`src/rtl/lr_pkg.sv`:
```
`timescale 1ns / 1ps

package lr_pkg;

  localparam int GRID_SIZE = 64;
  localparam int COORD_W   = 6;
  localparam int ERR_W     = COORD_W + 3;

  typedef logic [COORD_W-1:0] coord_t;
  typedef logic [ERR_W-1:0]   err_t;

  localparam coord_t GRID_MAX = coord_t'(GRID_SIZE - 1);

  typedef enum logic {
    ST_IDLE,
    ST_RUN
  } lr_state_e;

  typedef struct packed {
    logic y_down;
    logic x_down;
    logic x_major;
  } step_flags_t;

  typedef struct packed {
    logic load;
    logic step;
  } lr_cmd_t;

  typedef struct packed {
    logic last;
  } lr_status_t;

  function automatic coord_t clamp_coord(coord_t v);
    return (v > GRID_MAX) ? GRID_MAX : v;
  endfunction

  function automatic coord_t step_coord(coord_t v, logic down);
    return down ? coord_t'(v - 1'b1) : coord_t'(v + 1'b1);
  endfunction

endpackage

```
`src/rtl/lr_ctrl.sv`:
```
`timescale 1ns / 1ps

module lr_ctrl import lr_pkg::*; (
  input  logic       clk_i,
  input  logic       rst_ni,
  input  logic       s_valid_i,
  output logic       s_ready_o,
  output logic       m_valid_o,
  input  logic       m_ready_i,
  input  lr_status_t status_i,
  output lr_cmd_t    cmd_o
);

  lr_state_e state_q, state_d;
  logic      done;

  // final pixel of the current line leaves in this cycle
  assign done = (state_q == ST_RUN) && m_ready_i && status_i.last;

  always_ff @(posedge clk_i or negedge rst_ni) begin
    if (!rst_ni) begin
      state_q <= ST_IDLE;
    end else begin
      state_q <= state_d;
    end
  end

  always_comb begin
    state_d = state_q;
    unique case (state_q)
      ST_IDLE: begin
        if (s_valid_i) state_d = ST_RUN;
      end
      ST_RUN: begin
        if (done && !s_valid_i) state_d = ST_IDLE;
      end
      default: state_d = ST_IDLE;
    endcase
  end

  always_comb begin
    s_ready_o = 1'b0;
    m_valid_o = 1'b0;
    cmd_o     = '0;
    unique case (state_q)
      ST_IDLE: begin
        s_ready_o = 1'b1;
      end
      ST_RUN: begin
        m_valid_o = 1'b1;
        s_ready_o = done;
        cmd_o.step = m_ready_i && !status_i.last;
      end
      default: begin
        s_ready_o = 1'b0;
      end
    endcase
    cmd_o.load = s_valid_i && s_ready_o;
  end

endmodule

```
`src/rtl/lr_datapath.sv`:
```
`timescale 1ns / 1ps

module lr_datapath import lr_pkg::*; (
  input  logic       clk_i,
  input  logic       rst_ni,
  input  lr_cmd_t    cmd_i,
  input  coord_t     x_start_i,
  input  coord_t     y_start_i,
  input  coord_t     x_end_i,
  input  coord_t     y_end_i,
  output coord_t     pixel_x_o,
  output coord_t     pixel_y_o,
  output lr_status_t status_o
);

  coord_t      cur_x_q, cur_x_d;
  coord_t      cur_y_q, cur_y_d;
  err_t        err_q, err_d;
  coord_t      rem_q, rem_d;
  coord_t      minor_q, minor_d;
  coord_t      major_q, major_d;
  step_flags_t flags_q, flags_d;

  coord_t      x0, y0, x1, y1, dx, dy;
  step_flags_t flags_new;
  logic        minor_step;
  err_t        minor2, major2;

  always_comb begin
    x0 = clamp_coord(x_start_i);
    y0 = clamp_coord(y_start_i);
    x1 = clamp_coord(x_end_i);
    y1 = clamp_coord(y_end_i);
    dx = (x1 >= x0) ? coord_t'(x1 - x0) : coord_t'(x0 - x1);
    dy = (y1 >= y0) ? coord_t'(y1 - y0) : coord_t'(y0 - y1);
    flags_new.x_major = dx > dy;
    flags_new.x_down  = x1 < x0;
    flags_new.y_down  = y1 < y0;
  end

  assign minor2     = err_t'({minor_q, 1'b0});
  assign major2     = err_t'({major_q, 1'b0});
  // error not negative: the minor axis steps too
  assign minor_step = !err_q[ERR_W-1];

  always_comb begin
    cur_x_d = cur_x_q;
    cur_y_d = cur_y_q;
    err_d   = err_q;
    rem_d   = rem_q;
    minor_d = minor_q;
    major_d = major_q;
    flags_d = flags_q;
    if (cmd_i.load) begin
      flags_d = flags_new;
      major_d = flags_new.x_major ? dx : dy;
      minor_d = flags_new.x_major ? dy : dx;
      rem_d   = major_d;
      err_d   = err_t'(err_t'({minor_d, 1'b0}) - err_t'(major_d));
      cur_x_d = x0;
      cur_y_d = y0;
    end else if (cmd_i.step) begin
      if (flags_q.x_major || minor_step) cur_x_d = step_coord(cur_x_q, flags_q.x_down);
      if (!flags_q.x_major || minor_step) cur_y_d = step_coord(cur_y_q, flags_q.y_down);
      err_d = minor_step ? err_t'(err_q + minor2 - major2) : err_t'(err_q + minor2);
      rem_d = coord_t'(rem_q - 1'b1);
    end
  end

  always_ff @(posedge clk_i or negedge rst_ni) begin
    if (!rst_ni) begin
      cur_x_q <= '0;
      cur_y_q <= '0;
      err_q   <= '0;
      rem_q   <= '0;
      minor_q <= '0;
      major_q <= '0;
      flags_q <= '0;
    end else begin
      cur_x_q <= cur_x_d;
      cur_y_q <= cur_y_d;
      err_q   <= err_d;
      rem_q   <= rem_d;
      minor_q <= minor_d;
      major_q <= major_d;
      flags_q <= flags_d;
    end
  end

  assign pixel_x_o     = cur_x_q;
  assign pixel_y_o     = cur_y_q;
  assign status_o.last = (rem_q == '0);

endmodule

```
`src/rtl/line_rasterizer.sv`:
```
`timescale 1ns / 1ps
// line rasterizer: integer Bresenham over a 64 by 64 grid, all octants
// slave channel takes one line request: start and end coordinates
// master channel gives the pixels of that line in order, start and end
// included, with tlast high on the final pixel
// the first pixel is shown in the cycle after the request is accepted
// throughput: one pixel per cycle while the master side is ready; a line has N pixels
// (N = 1 + the larger of |dx| and |dy|, at most 64); the next request is accepted
// in the cycle the final pixel is taken, set by the single stepping register
// set in the datapath that walks one pixel per cycle
// tready on the slave side stays low while a line is being emitted, until its final pixel is taken
// a stall on the master side holds the shown pixel and freezes the walk
// reset: asynchronous, active low; the block comes up idle, ready for a
// request, with no pixel pending
// coordinates above the grid edge are saturated to the last row or column

module line_rasterizer import lr_pkg::*; (
  input  logic        clk_i,
  input  logic        rst_ni,
  input  logic        s_axis_tvalid,
  output logic        s_axis_tready,
  // x_start [5:0], y_start [11:6], x_end [17:12], y_end [23:18]
  input  logic [23:0] s_axis_tdata,
  output logic        m_axis_tvalid,
  input  logic        m_axis_tready,
  // pixel_x [5:0], pixel_y [11:6], zero fill [15:12]
  output logic [15:0] m_axis_tdata,
  output logic        m_axis_tlast
);

  lr_cmd_t    cmd;
  lr_status_t status;
  coord_t     pixel_x, pixel_y;

  lr_ctrl u_lr_ctrl (
    .clk_i     (clk_i),
    .rst_ni    (rst_ni),
    .s_valid_i (s_axis_tvalid),
    .s_ready_o (s_axis_tready),
    .m_valid_o (m_axis_tvalid),
    .m_ready_i (m_axis_tready),
    .status_i  (status),
    .cmd_o     (cmd)
  );

  lr_datapath u_lr_datapath (
    .clk_i     (clk_i),
    .rst_ni    (rst_ni),
    .cmd_i     (cmd),
    .x_start_i (s_axis_tdata[5:0]),
    .y_start_i (s_axis_tdata[11:6]),
    .x_end_i   (s_axis_tdata[17:12]),
    .y_end_i   (s_axis_tdata[23:18]),
    .pixel_x_o (pixel_x),
    .pixel_y_o (pixel_y),
    .status_o  (status)
  );

  assign m_axis_tdata = {4'b0000, pixel_y, pixel_x};
  assign m_axis_tlast = status.last;

endmodule

```
`config.mk`:
```
export PLATFORM = sky130hd
export DESIGN_NAME = line_rasterizer
export DESIGN_NICKNAME = d
export VERILOG_FILES = /design/src/rtl/lr_pkg.sv /design/src/rtl/lr_ctrl.sv /design/src/rtl/lr_datapath.sv /design/src/rtl/line_rasterizer.sv
export SDC_FILE = /design/constraint.sdc
export NUM_CORES = 1
export LEC_CHECK = 0
export BUFFER_PORTS_ARGS = -buffer_cell sky130_fd_sc_hd__buf_2
export CORE_ASPECT_RATIO = 1.75
export CORE_UTILIZATION = 45
export DETAILED_ROUTE_END_ITERATION = 7
export PLACE_DENSITY = 0.74
export SYNTH_ARGS = -nofsm -noshare
export SYNTH_HDL_FRONTEND = slang
export SYNTH_HIERARCHICAL = 1
export SYNTH_SLANG_ARGS = --single-unit
```
`constraint.sdc`:
```
create_clock -name clk_i -period 7.4 [get_ports clk_i]
set_input_delay 0.74 -clock clk_i [delete_from_list [all_inputs] [get_ports clk_i]]
set_output_delay 0.74 -clock clk_i [all_outputs]
set_load 0.005 [all_outputs]
```
==> impl_metrics.tcl, run 1 <==
set metrics [dict create \
    rows 47 \
    grt_max_degree 53 \
    first_global_vias 3898 \
    syn_inst 537 \
    drive_above_1_share_pct 13.1 \
    synth-edff-count 0 \
    final_max_slew_viol_count 0 \
    grtUsageTotal_pct 21.6 \
    share_seq_of_total_power_pct 18.8 \
    ctsRootBufferMaster "clkbuf_16" \
    clock_power_share_pct 10.8 \
    relSlewSlack_pct 17.5 \
    first_iter_violations 134 \
    grt-ovfl-total 0 \
    outcome "finished clean" \
    finalSetupTns_ns 0 \
    final_cell_mix "inv_1 (63), ha_1 (55), buf_2 (42), dfrtp_1 (42), o21ai_0 (40)" \
    period_needed_ns 5.73 \
    drtPass1Iterations 5 \
    antenna_left 0 \
    clock_tree.buffer_depth 2 \
    die-height_um 134 \
    die_w_um 77.2 \
    final-setup-viol-count 0 \
    synth_top_cell_area_share_pct 23.6 \
    crit_fanout 9 \
    final_cells 671 \
    max_freq_ghz 0.175 \
    min_path_type "flop to flop" \
    dpl.hpwl_um 8290 \
    grt_pass1_wl_um 17600 \
    synthArstFlopShare_pct 100 \
    wl_per_cell_um 15.9 \
    cts_resized 0 \
    p_leak_nw 2.39 \
    place_congestion 0.927 \
    cts.sinks 42 \
    startpoint_type "input pin" \
    antenna_found_initial 0 \
    p_comb_share_pct 70.4 \
    drc 0 \
    coreArea_sq_um 9530 \
    portBuffers 42 \
    post_cts_buffers 0 \
    p_int_mw 1.29 \
    timing.final.crit_share_pct 77.4 \
    layout_commonest_cell "inv_1" \
    critPathKind "input pin to flop" \
    final-hold-violation-count 0 \
    power_density_nw_per_um2 497 \
    end_kind "flop" \
    post_drt_via_cell_ratio 5.68 \
    ys_ff_latch 42 \
    start_util_pct 46.7 \
    syn_area_per_cell_sq_um 8.29 \
    switching_power_mw 1.12 \
    maxCapViolations 0 \
    io-pin-count 47 \
    antenna_cells 0 \
    cts_hold_buf 0 \
    routed_wirelength_um 10600 \
    cp.required_ns 7.61 \
    switching_share_pct 46.5 \
    pre_cts_ws_ns 1.46 \
    ys_seq_area_share_pct 23.6 \
    dieArea_sq_um 10300 \
    synth_area_sq_um 4450 \
    finClkSkew_ns 0.0116 \
    netlist_top_cells_area "dfrtp_1 (24%), ha_1 (15%), mux2i_1 (5.6%), inv_1 (5.3%), xnor2_1 (4.7%)" \
    yosys_warnings 6 \
    synth_cell_types 66 \
    synthFlopType "dfrtp_1" \
    cts_tree "done" \
    vias 3811 \
    clk_pin_slew_ns 0.07 \
    syn_to_final_growth_pct 8.77 \
    rsz0062_at_grt "false" \
    nets 640 \
    cts_buffers 5 \
    critPathArrivalTime_ns 5.94 \
    yosys.area.top_type "dfrtp_1" \
    tightest_slew_ns 1.22 \
    htreeDepth 2 \
    whs_ns 0.503 \
    irDropWorstVdd_v 0.000207 \
    clock_latency_ns 0.29 \
    dp_cells 663 \
    layout_setup_ws_ns 1.67 \
]
-- cell families (layout without fill, tap and decap cells) --
family          count (synthesis)  count (layout)  synth area share, %
mux                            35              35                 8.21
xor+xnor                       32              32                 6.30
flops                          42              42                 23.6
fa+ha+maj                      64              64                 19.5
buf+inv                       106             115                 9.36
compound gates                137             137                 19.7
other cells                     1               4               0.0843
simple gates                  120             120                 13.2
-- cells in the mapped netlist (all sizes together), types with 9 or more instances --
cell type / count
a21o: 11
a21oi: 33
nor2: 30
clkbuf: 38
mux2: 9
nor3: 9
mux2i: 26
dfrtp: 42
o21ai: 41
xnor2: 24
nand2: 39
fa: 9
ha: 55
inv: 63
nor2b: 9
-- worst paths after layout --
| path | start | cells after the start | slack [ns] | to |
|---|---|---|---|---|
| setup / recovery | s_axis_tdata[0] | 24 | 1.67 | u_lr_datapath/err_q[6] |
| hold / removal | u_lr_datapath/minor_q[5] | 1 | 0.50 | u_lr_datapath/minor_q[5] |
| setup reg to reg | u_lr_datapath/err_q[1] | 10 | 4.40 | u_lr_datapath/err_q[8] |
| hold reg to reg | u_lr_datapath/minor_q[5] | 1 | 0.50 | u_lr_datapath/minor_q[5] |
| max in group asynchronous | rst_ni | 1 | 6.18 | u_lr_datapath/minor_q[0] |
| min in group asynchronous | rst_ni | 1 | 0.60 | u_lr_datapath/major_q[5] |
-- worst max-delay path, cell delays in order --
cell	delay, ns
buf_2	0.11
ha_1	0.21
fa_1	0.42
nand2b_1	0.19
a211oi_1	0.31
nor2_2	0.15
o31ai_1	0.31
o21ai_2	0.15
xor2_1	0.30
ha_1	0.30
o21ai_0	0.14
nor2_1	0.07
nor3_1	0.37
nand2b_1	0.38
nor2_1	0.08
a21oi_1	0.26
inv_1	0.11
fa_1	0.43
nor2b_1	0.13
o21ai_0	0.11
a21oi_1	0.18
o21ai_0	0.13
a22o_1	0.19
a31oi_1	0.15
-- registers in the layout, summed over array words and instances, names as in the netlist --
name                     flops
u_lr_datapath/pixel_x_o      6
u_lr_datapath/rem_q          6
u_lr_datapath/major_q        6
u_lr_datapath/pixel_y_o      6
u_lr_datapath/err_q          8
u_lr_datapath/minor_q        6
u_lr_ctrl/state_q            1
u_lr_datapath/flags_q        3
-- routing by layer --
layer  up-vias  global-route usage [%]  part of all wire, %
li1       1852                       -                    -
met1      1843                    20.8                   37
met2        91                    42.9                   56
met3        25                    2.67                  2.8
met4         0                    11.5                  3.8
met5         -                       0                    0
-- final cells by class --
type                       instances  area [sq um]
timing repair buffer              44           225
sequential                        42          1050
tap                              122           153
inverter                          63           236
multi-input combinational        392          3000
clock buffer                       5           125
fill                             943          4690
clock inverter                     3          48.8
-- stage by stage --
| stage | power, mW | util [%] | instance area, sq um |
|---|---|---|---|
| 3_3_place_gp | 2.07 | 49.0 | 4670 |
| 3_5_place_dp | 2.13 | 49.0 | 4670 |
| 6_report | 2.41 | 50.8 | 4840 |
| 5_1_grt | 2.65 | 50.8 | 4840 |
| 4_1_cts | 2.41 | 50.8 | 4840 |
| 2_1_floorplan | 1.78 | - | 4460 |
-- power groups by stage --
| stage | combinational (mW) | clock [mW] | sequential, mW |
|---|---|---|---|
| after global placement | 1.62 | 0 | 0.446 |
| after floorplan | 1.36 | 0 | 0.424 |
| after detailed placement | 1.67 | 0 | 0.452 |
| after CTS | 1.69 | 0.266 | 0.451 |
| after global routing | 1.91 | 0.276 | 0.465 |
| final | 1.70 | 0.261 | 0.452 |
(Power assumes the default switching activity.)
==> run 2: changes to the inputs <==
Settings changed: PLACE_DENSITY 0.74 to 0.76.
Clock period 7.4 ns to 4.75 ns, I/O delays scaled along.
==> run 2 against run 1 <==
Effect of this change: combinational power up 83%; flip-flop and latch count unchanged; die area did not move; via count rose by 7.8%; register-to-register slack got worse by 2.8 ns; final area rose by 13%; critical path type unchanged.
==> impl_metrics.tcl, run 2 (synthesized netlist as in run 1, its figures left out) <==
set metrics [dict create \
    antenna_found_initial 0 \
    antenna_cells 0 \
    crit_family "compound AO/OA/AOI/OAI gates" \
    top_register "u_lr_datapath/err_q" \
    first_global_vias 4209 \
    dp_cells 706 \
    maxCapViolations 0 \
    dpl.hpwl_um 8820 \
    startpoint_type "input pin" \
    vias 4110 \
    routed_wirelength_um 11800 \
    final-hold-violation-count 0 \
    critPathKind "input pin to flop" \
    htreeDepth 2 \
    wl_per_cell_um 16.3 \
    end_kind "flop" \
    period_needed_ns 4.71 \
    start_util_pct 46.7 \
    relSlewSlack_pct 18.6 \
    critPathArrivalTime_ns 4.92 \
    grt_pass1_wl_um 18700 \
    final_cell_mix "inv_1 (58), buf_4 (54), ha_1 (47)" \
    critPathBufInv 5 \
    outcome "finished clean" \
    clk_pin_slew_ns 0.06 \
    largest_reg_flops 8 \
    dieArea_sq_um 10300 \
    min_path_type "input pin to asynchronous set/reset pin" \
    tightest_slew_ns 1.21 \
    clock_tree.buffer_depth 2 \
    power_density_nw_per_um2 761 \
    nets 693 \
    finClkSkew_ns 0.00461 \
    timing.final.crit_share_pct 99.2 \
    cts_hold_buf 0 \
    critical-path-slowest-cell "o21ai_0" \
    whs_ns 0.341 \
    io-pin-count 47 \
    antenna_left 0 \
    crit_chain "buf_2 > inv_1 > ha_1 > nand4_1 > o21ai_0 > nor2_4 > buf_6 > mux2i_1 > xnor2_1 > inv_1 > ha_1 > nand4_1 > a21oi_2 > o31a_1 > mux2i_2 > inv_2 > fa_2 > nor2b_2 > o21ai_2 > a21oi_2 > o21ai_2 > a22o_1 > a31oi_1" \
    final_cells 724 \
    final_max_slew_viol_count 0 \
    clock_latency_ns 0.28 \
    max_freq_ghz 0.212 \
    layout_commonest_cell "inv_1" \
    final-setup-viol-count 0 \
    die-height_um 134 \
    syn_to_final_growth_pct 22.8 \
    final_core_util_pct 57.4 \
    layout_setup_ws_ns 0.0368 \
    drtPass1Iterations 4 \
    p_leak_nw 2.67 \
    finalSetupTns_ns 0 \
    crit_fanout 6 \
    portBuffers 42 \
    post_drt_via_cell_ratio 5.68 \
    max_stage_delay_ns 0.43 \
    drc 0 \
    ctsRootBufferMaster "clkbuf_16" \
    drive_above_1_share_pct 26.9 \
    coreArea_sq_um 9530 \
    place_congestion 0.915 \
    die_w_um 77.2 \
    rows 47 \
    first_iter_violations 200 \
    cts_buffers 5 \
    grt_max_degree 53 \
    grt-ovfl-total 0 \
    cts.sinks 42 \
    grtUsageTotal_pct 22.6 \
    pre_cts_ws_ns -0.280 \
    cp.required_ns 4.96 \
    cts_tree "done" \
    irDropWorstVdd_v 0.000354 \
]
[run 2: repair_timing]
item                                    4_1_cts  5_1_grt
pin swaps                                     0       25
gates resized for setup                       1       42
cloned                                        0        0
setup buffers                                 0       10
endpoints found under the setup margin        4        6
[run 2: report_power, final]
group          internal (mW)  switching, mW
Clock                  0.209          0.139
Combinational           1.51           1.60
Sequential             0.546          0.156
[run 2: area by class of cell]
class	count	area, sq um
inverter	63	236
tap	122	153
fill	830	4060
multi-input combinational	392	3230
sequential	42	1050
clock buffer	7	143
timing repair buffer	97	646
clock inverter	1	5.00
[run 2: per-stage QoR]
stage	power (mW)	area, sq um
2_1_floorplan	2.84	4520
3_3_place_gp	3.45	5040
3_5_place_dp	3.59	5040
4_1_cts	3.96	5190
5_1_grt	4.53	5460
6_report	4.16	5460
[run 2: metal layers]
layer,wire length [um],global-route usage [%]
met5,0,0
met1,4140,22.5
met2,6440,41.7
met3,450,2.67
met4,790,17.3
[run 2: path summary, 6_finish.rpt]
kind	slack (ns)	endpoint	cells after the start	from
min in group clk_i	0.40	u_lr_ctrl/state_q	2	s_axis_tvalid
max	0.04	u_lr_datapath/err_q[6]	23	s_axis_tdata[1]
min reg2reg	0.49	u_lr_datapath/minor_q[5]	1	u_lr_datapath/minor_q[5]
min	0.34	u_lr_datapath/err_q[8]	1	rst_ni
max in group asynchronous	3.79	u_lr_datapath/flags_q[2]	1	rst_ni
max reg2reg	1.65	u_lr_datapath/err_q[6]	11	u_lr_datapath/minor_q[0]
